===== src/design/bdpc_pkg.sv =====
// shared types and constants for the button debounce press classifier
package bdpc_pkg;

    localparam int unsigned CFG_W    = 16;
    localparam int unsigned TIME_W   = 32;
    localparam int unsigned PADDR_W  = 3;
    localparam int unsigned PDATA_W  = 32;

    localparam logic [CFG_W-1:0] DEBOUNCE_RESET   = 16'd15;
    localparam logic [CFG_W-1:0] LONG_PRESS_RESET = 16'd1000;

    // register select is paddr bit 2
    localparam logic REG_DEBOUNCE   = 1'b0;
    localparam logic REG_LONG_PRESS = 1'b1;

    localparam logic LEVEL_PRESSED  = 1'b0;
    localparam logic LEVEL_RELEASED = 1'b1;

    typedef struct packed {
        logic [CFG_W-1:0] debounce_ms;
        logic [CFG_W-1:0] long_press_ms;
    } t_cfg;

    typedef struct packed {
        logic press;
        logic short_press;
        logic release_ev;
        logic long_press;
    } t_events;

endpackage


===== src/design/bdpc_if.sv =====
// valid/ready channels for poll words and event words
interface bdpc_in_if;
    import bdpc_pkg::*;
    logic              valid;
    logic              ready;
    logic              pin_level;
    logic [TIME_W-1:0] now_ms;

    modport source (output valid, output pin_level, output now_ms, input ready);
    modport sink   (input valid, input pin_level, input now_ms, output ready);
endinterface

interface bdpc_out_if;
    logic valid;
    logic ready;
    logic press_event;
    logic short_press_event;
    logic release_event;
    logic long_press_event;

    modport source (output valid, output press_event, output short_press_event,
                    output release_event, output long_press_event, input ready);
    modport sink   (input valid, input press_event, input short_press_event,
                    input release_event, input long_press_event, output ready);
endinterface


===== src/design/bdpc_apb_regs.sv =====
// apb register file holding the debounce and long press thresholds
module bdpc_apb_regs
    import bdpc_pkg::*;
(
    input  logic               i_clk,
    input  logic               i_rst_n,
    input  logic               psel,
    input  logic               penable,
    input  logic               pwrite,
    input  logic [PADDR_W-1:0] paddr,
    input  logic [PDATA_W-1:0] pwdata,
    output logic [PDATA_W-1:0] prdata,
    output logic               pready,
    output t_cfg               o_cfg
);

    t_cfg r_cfg;
    logic w_wr;
    logic w_sel;

    assign pready = 1'b1;
    assign w_wr   = psel && penable && pwrite;
    assign w_sel  = paddr[2];

    always_ff @(posedge i_clk) begin
        if (!i_rst_n) begin
            r_cfg.debounce_ms   <= DEBOUNCE_RESET;
            r_cfg.long_press_ms <= LONG_PRESS_RESET;
        end else if (w_wr) begin
            if (w_sel == REG_DEBOUNCE) begin
                r_cfg.debounce_ms <= pwdata[CFG_W-1:0];
            end else begin
                r_cfg.long_press_ms <= pwdata[CFG_W-1:0];
            end
        end
    end

    always_comb begin
        case (w_sel)
            REG_DEBOUNCE:   prdata = {{(PDATA_W-CFG_W){1'b0}}, r_cfg.debounce_ms};
            REG_LONG_PRESS: prdata = {{(PDATA_W-CFG_W){1'b0}}, r_cfg.long_press_ms};
            default:        prdata = '0;
        endcase
    end

    assign o_cfg = r_cfg;

endmodule


===== src/design/button_debounce_press_classifier_unit.sv =====
// top level: button debounce filter and short/long press classifier
//
// usage
//   i_in_word carries one poll per word: raw active-low pin level and the
//   current millisecond tick. o_out_word carries one event word per poll
//   with press, short press, release and long press flags.
//   the apb port holds debounce_ms (0x0) and long_press_ms (0x4); write them
//   only while no poll is in flight.
// pipeline
//   a poll is taken into an input register, evaluated against the state
//   registers and its event word lands in the output register.
//   one poll per cycle while o_out_word.ready stays high, set by the state update loop.
// reset
//   synchronous active-low; both levels read as released, no debounce timer
//   running, no press held, thresholds back to 15 ms and 1000 ms.
// stalls
//   while the receiver holds ready low the event word waits in the output
//   register and one more poll can wait in the input register; i_in_word
//   ready drops only once both are full.
module button_debounce_press_classifier_unit
    import bdpc_pkg::*;
(
    input  logic               i_clk,
    input  logic               i_rst_n,
    bdpc_in_if.sink            i_in_word,
    bdpc_out_if.source         o_out_word,
    input  logic               psel,
    input  logic               penable,
    input  logic               pwrite,
    input  logic [PADDR_W-1:0] paddr,
    input  logic [PDATA_W-1:0] pwdata,
    output logic [PDATA_W-1:0] prdata,
    output logic               pready
);

    t_cfg w_cfg;

    bdpc_apb_regs u_regs (
        .i_clk   (i_clk),
        .i_rst_n (i_rst_n),
        .psel    (psel),
        .penable (penable),
        .pwrite  (pwrite),
        .paddr   (paddr),
        .pwdata  (pwdata),
        .prdata  (prdata),
        .pready  (pready),
        .o_cfg   (w_cfg)
    );

    // input register stage
    logic              r_s1_valid;
    logic              r_s1_pin;
    logic [TIME_W-1:0] r_s1_now;

    // output register stage
    logic              r_out_valid;
    t_events           r_out_ev;

    // block state
    logic              r_filtered;
    logic              r_deb_active;
    logic [TIME_W-1:0] r_deb_start;
    logic              r_stable;
    logic              r_held;
    logic [TIME_W-1:0] r_press_start;

    logic w_advance;
    logic w_take;
    logic w_step;

    // stage 1 moves on when the output slot is free or being drained
    assign w_advance       = !r_out_valid || o_out_word.ready;
    assign i_in_word.ready = !r_s1_valid || w_advance;
    assign w_take          = i_in_word.valid && i_in_word.ready;
    assign w_step          = r_s1_valid && w_advance;

    always_ff @(posedge i_clk) begin
        if (!i_rst_n) begin
            r_s1_valid <= 1'b0;
        end else if (i_in_word.ready) begin
            r_s1_valid <= i_in_word.valid;
        end
    end

    always_ff @(posedge i_clk) begin
        if (w_take) begin
            r_s1_pin <= i_in_word.pin_level;
            r_s1_now <= i_in_word.now_ms;
        end
    end

    // next-state evaluation for the poll in stage 1
    logic              w_lvl_change;
    logic              w_act;
    logic [TIME_W-1:0] w_dstart;
    logic [TIME_W-1:0] w_deb_elapsed;
    logic              w_commit;
    logic              n_stable;
    logic              n_deb_active;
    logic              w_edge;
    logic              w_fall;
    logic              w_rise;
    logic [TIME_W-1:0] w_hold_elapsed;
    logic              w_short;
    logic              w_held_mid;
    logic              w_long;
    logic              n_held;
    t_events           n_ev;

    always_comb begin
        // debounce filter: a raw change restarts the timer
        w_lvl_change  = r_s1_pin != r_filtered;
        w_act         = w_lvl_change || r_deb_active;
        w_dstart      = w_lvl_change ? r_s1_now : r_deb_start;
        w_deb_elapsed = r_s1_now - w_dstart;
        w_commit      = w_act && (w_deb_elapsed >= {{(TIME_W-CFG_W){1'b0}}, w_cfg.debounce_ms});
        n_stable      = w_commit ? r_s1_pin : r_stable;
        n_deb_active  = w_act && !w_commit;

        // edges of the stable level
        w_edge = n_stable != r_stable;
        w_fall = w_edge && (n_stable == LEVEL_PRESSED);
        w_rise = w_edge && (n_stable == LEVEL_RELEASED);

        // hold time measured from the old press start (unchanged on release)
        w_hold_elapsed = r_s1_now - r_press_start;
        w_short        = w_rise &&
                         (w_hold_elapsed <= {{(TIME_W-CFG_W){1'b0}}, w_cfg.long_press_ms});

        // on a fresh press the elapsed time is zero
        w_held_mid = w_fall || (r_held && !w_rise);
        w_long     = w_held_mid &&
                     (w_fall ? (w_cfg.long_press_ms == '0)
                             : (w_hold_elapsed >= {{(TIME_W-CFG_W){1'b0}},
                                                   w_cfg.long_press_ms}));
        n_held     = w_held_mid && !w_long;

        n_ev.press       = w_fall;
        n_ev.short_press = w_short;
        n_ev.release_ev  = w_rise;
        n_ev.long_press  = w_long;
    end

    always_ff @(posedge i_clk) begin
        if (!i_rst_n) begin
            r_filtered   <= LEVEL_RELEASED;
            r_deb_active <= 1'b0;
            r_deb_start  <= '0;
            r_stable     <= LEVEL_RELEASED;
            r_held       <= 1'b0;
            r_press_start <= '0;
        end else if (w_step) begin
            r_filtered   <= r_s1_pin;
            r_deb_active <= n_deb_active;
            r_deb_start  <= w_dstart;
            r_stable     <= n_stable;
            r_held       <= n_held;
            if (w_fall) begin
                r_press_start <= r_s1_now;
            end
        end
    end

    always_ff @(posedge i_clk) begin
        if (!i_rst_n) begin
            r_out_valid <= 1'b0;
        end else if (w_advance) begin
            r_out_valid <= r_s1_valid;
        end
    end

    always_ff @(posedge i_clk) begin
        if (w_step) begin
            r_out_ev <= n_ev;
        end
    end

    assign o_out_word.valid             = r_out_valid;
    assign o_out_word.press_event       = r_out_ev.press;
    assign o_out_word.short_press_event = r_out_ev.short_press;
    assign o_out_word.release_event     = r_out_ev.release_ev;
    assign o_out_word.long_press_event  = r_out_ev.long_press;

    // press and release never share a word
    a_press_xor_release: assert property (@(posedge i_clk) disable iff (!i_rst_n)
        r_out_valid |-> !(r_out_ev.press && r_out_ev.release_ev))
        else $error("press and release in the same word");

    // a short press only comes with a release
    a_short_needs_release: assert property (@(posedge i_clk) disable iff (!i_rst_n)
        (r_out_valid && r_out_ev.short_press) |-> r_out_ev.release_ev)
        else $error("short press without release");

    // long press never fires on a release word
    a_long_not_on_release: assert property (@(posedge i_clk) disable iff (!i_rst_n)
        (r_out_valid && r_out_ev.release_ev) |-> !r_out_ev.long_press)
        else $error("long press on release");

    // held only while the stable level is pressed
    a_held_when_pressed: assert property (@(posedge i_clk) disable iff (!i_rst_n)
        r_held |-> (r_stable == LEVEL_PRESSED))
        else $error("held flag set while released");

    // an empty output slot always lets a new poll in
    a_ready_when_empty: assert property (@(posedge i_clk) disable iff (!i_rst_n)
        !r_out_valid |-> i_in_word.ready)
        else $error("input stalled with empty output");

endmodule


===== src/flat_wrapper.sv =====
// flat-port wrapper written by rule: the top's interface ports become plain ports
module button_debounce_press_classifier_unit_flat import bdpc_pkg::*;
  (i_clk, i_rst_n, psel, penable, pwrite, paddr, pwdata, prdata, pready, i_in_word_valid, i_in_word_pin_level, i_in_word_now_ms, i_in_word_ready, o_out_word_valid, o_out_word_press_event, o_out_word_short_press_event, o_out_word_release_event, o_out_word_long_press_event, o_out_word_ready);
  bdpc_in_if i_in_word_i ();
  bdpc_out_if o_out_word_i ();
  input  logic i_clk;
  input  logic i_rst_n;
  input  logic psel;
  input  logic penable;
  input  logic pwrite;
  input  logic [PADDR_W-1:0] paddr;
  input  logic [PDATA_W-1:0] pwdata;
  output logic [PDATA_W-1:0] prdata;
  output logic pready;
  input wire logic [$bits(i_in_word_i.valid)-1:0] i_in_word_valid;
  input wire logic [$bits(i_in_word_i.pin_level)-1:0] i_in_word_pin_level;
  input wire logic [$bits(i_in_word_i.now_ms)-1:0] i_in_word_now_ms;
  output wire logic [$bits(i_in_word_i.ready)-1:0] i_in_word_ready;
  output wire logic [$bits(o_out_word_i.valid)-1:0] o_out_word_valid;
  output wire logic [$bits(o_out_word_i.press_event)-1:0] o_out_word_press_event;
  output wire logic [$bits(o_out_word_i.short_press_event)-1:0] o_out_word_short_press_event;
  output wire logic [$bits(o_out_word_i.release_event)-1:0] o_out_word_release_event;
  output wire logic [$bits(o_out_word_i.long_press_event)-1:0] o_out_word_long_press_event;
  input wire logic [$bits(o_out_word_i.ready)-1:0] o_out_word_ready;
  assign i_in_word_i.valid = i_in_word_valid;
  assign i_in_word_i.pin_level = i_in_word_pin_level;
  assign i_in_word_i.now_ms = i_in_word_now_ms;
  assign i_in_word_ready = i_in_word_i.ready;
  assign o_out_word_valid = o_out_word_i.valid;
  assign o_out_word_press_event = o_out_word_i.press_event;
  assign o_out_word_short_press_event = o_out_word_i.short_press_event;
  assign o_out_word_release_event = o_out_word_i.release_event;
  assign o_out_word_long_press_event = o_out_word_i.long_press_event;
  assign o_out_word_i.ready = o_out_word_ready;
  button_debounce_press_classifier_unit u_core (.i_clk(i_clk), .i_rst_n(i_rst_n), .i_in_word(i_in_word_i), .o_out_word(o_out_word_i), .psel(psel), .penable(penable), .pwrite(pwrite), .paddr(paddr), .pwdata(pwdata), .prdata(prdata), .pready(pready));
endmodule

===== config.mk =====
export PLATFORM = sky130hd
export DESIGN_NAME = button_debounce_press_classifier_unit_flat
export DESIGN_NICKNAME = d
export VERILOG_FILES = /design/src/design/bdpc_pkg.sv /design/src/design/bdpc_if.sv /design/src/design/bdpc_apb_regs.sv /design/src/design/button_debounce_press_classifier_unit.sv /design/src/flat_wrapper.sv
export SDC_FILE = /design/constraint.sdc
export NUM_CORES = 1
export LEC_CHECK = 0
export ABC_AREA = 1
export BUFFER_PORTS_ARGS = -buffer_cell sky130_fd_sc_hd__buf_4
export CAP_MARGIN = 40
export CORE_AREA = 4 4 153 140
export CTS_CLUSTER_SIZE = 20
export DETAILED_ROUTE_END_ITERATION = 6
export DIE_AREA = 0 0 157 144
export GPL_TIMING_DRIVEN = 0
export PLACE_DENSITY = 0.77
export SLEW_MARGIN = 20
export SYNTH_ARGS = -nofsm -noshare
export SYNTH_HDL_FRONTEND = slang
export SYNTH_SLANG_ARGS = --single-unit

===== constraint.sdc =====
create_clock -name i_clk -period 4.5 [get_ports i_clk]
set_input_delay 0.45 -clock i_clk [delete_from_list [all_inputs] [get_ports i_clk]]
set_output_delay 0.45 -clock i_clk [all_outputs]
set_load 0.1 [all_outputs]

==> results of run 1 <==
synth_stat cells (all sizes together) (21+ instances only):
| cell type | instances |
|---|---|
| nor3 | 21 |
| nand4 | 25 |
| ha | 85 |
| nand2 | 381 |
| nand3 | 74 |
| o21ai | 134 |
| edfxtp | 37 |
| nor2 | 121 |
| clkbuf | 25 |
| a21oi | 137 |
| buf | 26 |
| xor2 | 28 |
| o211ai | 35 |
| inv | 280 |
| dfxtp | 102 |
metal layers:
metal / GRT usage (%) / vias to the layer above / part of all wire [%]
li1: - / 5651 / -
met1: 41.9 / 5399 / 41
met2: 49.7 / 620 / 44
met3: 7.48 / 119 / 10
met4: 15.8 / 0 / 4.9
met5: 0 / - / 0
cells by family after synthesis:
family	count (synthesis)	synth area share (%)
flops	139	29.3
buf+inv	334	12.7
other cells	2	0.0698
compound gates	344	17.8
mux	6	0.558
simple gates	649	26.5
fa+ha+maj	86	10.1
xor+xnor	37	3.01
path summary, 6_finish.rpt:
kind | startpoint | to | slack [ps]
worst min register to register | u_core.r_held$_SDFFE_PN0P_ | u_core.r_held$_SDFFE_PN0P_ | 470
worst min-delay path | i_in_word_now_ms[27] | u_core.r_s1_now[27]$_DFFE_PP_ | 190
worst max register to register | u_core.r_s1_pin$_DFFE_PP_ | u_core.r_press_start[5]$_SDFFE_PN0P_ | -290
worst max-delay path | u_core.r_s1_pin$_DFFE_PP_ | u_core.r_press_start[5]$_SDFFE_PN0P_ | -290
per-stage QoR:
step / util [%] / cell area (sq um)
after detailed placement: 59.2 / 11700
after CTS: 67.8 / 13400
after global routing: 69.8 / 13800
final: 69.8 / 13800
after global placement: 59.2 / 11700
after floorplan: - / 10800
worst max-delay path: cells and delay by family (launching register included):
kind	cells	cell delay, ps
and+or+nand+nor	20	1620
DFF	1	470
buffers and inverters	17	2010
adders and majority gates	2	330
AOI/OAI and AO/OA	3	260
sequential cells by signal, summed over array words and instances, names as in the netlist, 32 cells and up:
signal and flops:
u_core.r_s1_now 32, u_core.r_press_start 32, u_core.r_deb_start 32, u_core.u_regs.o_cfg 32
power breakdown:
part	switching [mW]	total [mW]	internal (mW)
combinational	1.23	2.00	0.770
sequential	0.0588	1.41	1.35
clock	0.651	1.45	0.796
total	1.94	4.86	2.92
what timing repair did:
action	CTS	global route
endpoints found under the hold margin	0	0
setup buffers	84	13
setup endpoints to repair	39	38
gates resized for setup	116	77
cloned	5	0
pin swaps	48	38
layout make-up:
class,instances,area share (%)
clock buffer,17,3.08
sequential,139,22.8
timing repair buffer,179,10.4
tap,255,2.31
multi-input combinational,1140,49.9
buffer,50,2.60
clock inverter,15,1.25
inverter,283,7.70
==> out/metrics.yaml, run 1 <==
place:
  placedCellCount: 1945
  post-place-ws_ps: -1730
  port_buffers: 78
  dp_hpwl_mm: 27.5
  gp_congestion: 0.978
grt:
  grt_overflow: 0
  grt_max_degree: 34
  grt_usage_pct: 31.9
  grt_antenna_before_repair: 0
  grt_pass1_wl_mm: 56.3
  grt_pass1_vias: 11100
logic_synthesis:
  async_flop_share_pct: 0
  synth.largest_area_cell: "dfxtp_1"
  synth_cell_type_count: 55
  synth_ff_type: "dfxtp_1"
  yosysSeqAreaShare_pct: 29.3
  synth_top_area_share_pct: 19.0
  synth_area_leaders: "dfxtp_1, nand2_1, edfxtp_1, ha_1, inv_1"
  synthCells: 1597
  avgSynthCellArea_sq_um: 6.74
  synth_warnings: 0
  netlist_area_sq_um: 10800
  ys_ff_latch: 139
  synth_enable_flop_cells: 37
setup_path:
  path_common_cell: "buf_4"
  slowest_delay_ps: 470
  required_ps: 4820
  r2r_cells: 42
  worstSetupStartpointType: "flop"
  cp.arrival_ps: 5120
  critPathMaxFanout: 6
  cpMaxStageDelayCell: "edfxtp_1"
  cp-end-kind: "flop"
  path_class: "reg2reg"
min_path:
  min_path_type: "in2reg"
  hold_path_depth: 1
sta:
  setup_slack_ps: -295
  fin_tns_setup_ps: -6290
  maxSlewViolCount: 0
  fmax_mhz: 209
  finalClockSkew_ps: 13.7
  period_needed_ps: 4790
  tightest_slew_ps: 850
  relSlewSlack_pct: 43.4
  setup_viol: 35
  rsz0062_at_grt: "yes"
  finalHoldViolCount: 0
  whs_ps: 187
  period_share_pct: 107
floorplanning:
  rows: 49
  die_area_sq_um: 22600
  initial_utilization_pct: 54.3
  die_h_microns: 144
  core_area_sq_um: 19800
  die_w_microns: 157
  pin_count: 114
detailed_routing:
  dr.pass1.iters: 6
  drtIter0Drc: 1108
  vias: 11800
  vias_per_cell: 5.67
  drt_drc_violations_left: 0
  wl_per_cell_microns: 18.1
  wl_mm: 37.6
  ant_nets: 0
final_layout:
  instances_no_fill: 2078
  drive_gt1_share_pct: 22.4
  areaGrowthSynthToFinish_pct: 28.5
  multi_input_area_sq_um: 6890
  num_antenna_cells: 0
  fin_nets: 1971
  mostFrequentLayoutCell: "nand2_1"
  final-seq-area_sq_um: 3150
  fillers: 1592
  final_cell_mix: "nand2_1, inv_1, buf_4"
job:
  max-cap-violations: 0
clock_tree:
  cts_sinks: 139
  clk_path_buf_depth: 2
  numCtsBuffers: 17
  clk_pin_slew_ps: 70
  ctsHoldBuffers: 0
  clock-root-buffer: "clkbuf_16"
  cts_tree: "done"
  h-tree-depth: 4
  clk_latency_ps: 440
power:
  powerDensity_nw_per_um2: 351
  irDropWorstVdd_uv: 300
  power.total_mw: 4.86
  power.leakage_nw: 6.75
status:
  status: "finished with violations"
  violations: "negative setup slack"
(Power assumes the default switching activity.)
==> run 2: changes to the inputs <==
==> constraint.sdc (replaced) <==
create_clock -name i_clk -period 4.17 [get_ports i_clk]
set_input_delay 0.417 -clock i_clk [delete_from_list [all_inputs] [get_ports i_clk]]
set_output_delay 0.417 -clock i_clk [all_outputs]
set_load 0.1 [all_outputs]
==> run 2 against run 1 <==
The flow still finishes with violations (negative setup slack). Utilization is 1.6 points lower. Total power is 1.4% higher. Combinational power is 5% lower. First-iteration DRC count is 13% lower. Global-route usage is 0.59 points lower. Critical path type unchanged. Die area stayed put.
==> out/metrics.yaml, run 2 (same netlist as run 1, synthesis figures left out) <==
final_layout:
  fin_area_sq_um: 13500  # was 13800 sq um
  fillers: 1633  # was 1592
  mostFrequentLayoutCell: "nand2_1"  # unchanged
  final_cell_mix: "nand2_1, inv_1, buf_4"  # unchanged
  final-seq-area_sq_um: 3150  # about the same
  multi_input_area_sq_um: 6890  # about the same
  areaGrowthSynthToFinish_pct: 25.5  # was 28.5%
  instances_no_fill: 2045  # was 2078
  drive_gt1_share_pct: 20.7  # was 22.4%
  fin_nets: 1938  # was 1971
  num_antenna_cells: 0  # unchanged
grt:
  grt_pass1_wl_mm: 55.6  # was 56.3 mm
  grt_pass1_vias: 10900  # was 11100
  grt_usage_pct: 31.4  # was 31.9%
  grt_antenna_before_repair: 1  # was 0
  grt_max_degree: 34  # unchanged
  grt_overflow: 0  # unchanged
min_path:
  min_path_type: "in2reg"  # unchanged
status:
  status: "finished with violations"  # unchanged
  violations: "negative setup slack"  # unchanged
floorplanning:
  die_w_microns: 157  # unchanged
  core_area_sq_um: 19800  # unchanged
  initial_utilization_pct: 54.3  # unchanged
  die_h_microns: 144  # unchanged
  rows: 49  # unchanged
  pin_count: 114  # unchanged
  die_area_sq_um: 22600  # unchanged
detailed_routing:
  vias_per_cell: 5.63  # was 5.67
  ant_nets: 0  # unchanged
  dr.pass1.iters: 7  # was 6
  wl_per_cell_microns: 17.6  # was 18.1 microns
  vias: 11500  # was 11800
  drt_drc_violations_left: 0  # unchanged
  drtIter0Drc: 959  # was 1108
  wl_mm: 36.1  # was 37.6 mm
power:
  power.leakage_nw: 6.53  # was 6.75 nW
  powerDensity_nw_per_um2: 365  # was 351 nW/um^2
  irDropWorstVdd_uv: 312  # was 300 uV
job:
  max-cap-violations: 0  # unchanged
setup_path:
  slowest_delay_ps: 460  # was 470 ps
  path_class: "reg2reg"  # unchanged
  required_ps: 4530  # was 4820 ps
  cpMaxStageDelayCell: "edfxtp_1"  # unchanged
  path_common_cell: "nand2_1"  # was buf_4
  cp.arrival_ps: 4990  # was 5120 ps
  critPathMaxFanout: 8  # was 6
  worstSetupStartpointType: "flop"  # unchanged
  cp-end-kind: "flop"  # unchanged
clock_tree:
  h-tree-depth: 4  # unchanged
  clock-root-buffer: "clkbuf_16"  # unchanged
  numCtsBuffers: 17  # unchanged
  ctsHoldBuffers: 0  # unchanged
  cts_sinks: 139  # unchanged
  clk_pin_slew_ps: 70  # about the same
  clk_path_buf_depth: 2  # unchanged
  clk_latency_ps: 440  # about the same
  cts_tree: "done"  # unchanged
place:
  placedCellCount: 1946  # was 1945
  port_buffers: 78  # unchanged
  gp_congestion: 0.988  # was 0.978
  dp_hpwl_mm: 26.6  # was 27.5 mm
  placed_cell_area_sq_um: 11800  # was 11700 sq um
sta:
  finalHoldViolCount: 0  # unchanged
  period_share_pct: 111  # was 107%
  setup_viol: 38  # was 35
  setup_slack_ps: -451  # was -295 ps
  maxSlewViolCount: 0  # unchanged
  finalClockSkew_ps: 13.4  # was 13.7 ps
  fmax_mhz: 216  # was 209 MHz
  relSlewSlack_pct: 38.5  # was 43.4%
  period_needed_ps: 4620  # was 4790 ps
  rsz0062_at_grt: "yes"  # unchanged
  tightest_slew_ps: 922  # was 850 ps
[run 2: cell types whose count changed in the layout (fill, tap and decap cells not counted), moves of 3 or more]
cell,delta
inv_2,-3
o21ai_1,-7
nand2_1,+10
inv_8,-4
inv_1,+3
o21ai_4,+4
a21oi_2,+8
clkinv_4,+4
buf_4,-36
o21ai_0,+3
nand2_2,-8
a21oi_1,-8
[run 2: metrics by stage]
step | hold WS [ps] | util, % | setup TNS, ps | setup slack, ps | power, mW
after detailed placement | 478 | 59.5 | -24350 | -965 | 3.15
after global placement | 454 | 59.5 | -20340 | -852 | 3.11
after CTS | 142 | 67.0 | -6560 | -342 | 4.81
final | 151 | 68.2 | -11910 | -451 | 4.92
after global routing | 138 | 68.2 | -22520 | -759 | 5.19
after floorplan | 446 | - | -10.1 | -10.1 | 2.75
[run 2: final cells by class]
| class | count | area share, % |
|---|---|---|
| multi-input cells | 1141 | 51.0 |
| flip-flops and latches | 139 | 23.4 |
| repair buffers | 145 | 8.65 |
| inverters | 283 | 7.88 |
| clock buffers | 18 | 3.25 |
| plain buffers | 50 | 2.57 |
| well taps | 255 | 2.36 |
| clock inverters | 14 | 0.936 |
[run 2: path summary, 6_finish.rpt]
check	startpoint	to	slack (ps)	cells past startpoint
min reg2reg	u_core.r_deb_start[20]$_SDFFE_PN0P_	u_core.r_deb_start[20]$_SDFFE_PN0P_	500	2
max	u_core.r_s1_pin$_DFFE_PP_	u_core.r_held$_SDFFE_PN0P_	-450	34
max reg2reg	u_core.r_s1_pin$_DFFE_PP_	u_core.r_held$_SDFFE_PN0P_	-450	34
min	i_in_word_pin_level	u_core.r_s1_pin$_DFFE_PP_	150	1
[run 2: per-layer routing]
metal	part of all wire, %	vias to the layer above	global-route usage, %
met5	0.022	-	0
met4	3.4	2	10.9
met3	9.8	91	8.11
met2	45	531	50.1
met1	42	5304	41.5
li1	-	5583	-
[run 2: power breakdown]
part           leakage, nW  internal, mW  switching, mW  total (mW)
clock network        0.278         0.800          0.684        1.48
registers             1.19          1.46         0.0680        1.53
logic                 5.06         0.707           1.21        1.91
total                 6.53          2.97           1.96        4.92
[run 2: worst max-delay path: cells and delay by family (launching register included)]
kind | cells | cell delay, ps
and+or+nand+nor | 21 | 1930
buffers and inverters | 6 | 660
AOI/OAI and AO/OA | 4 | 890
xor gates and xnor gates | 1 | 160
adders and majority gates | 2 | 450
DFF | 1 | 460
[run 2: timing repair]
| action | 4_1_cts | 5_1_grt |
|---|---|---|
| cloned | 7 | 0 |
| setup buffers | 60 | 6 |
| pin swaps | 52 | 23 |
| endpoints found under the setup margin | 39 | 39 |
| gates resized for setup | 115 | 54 |
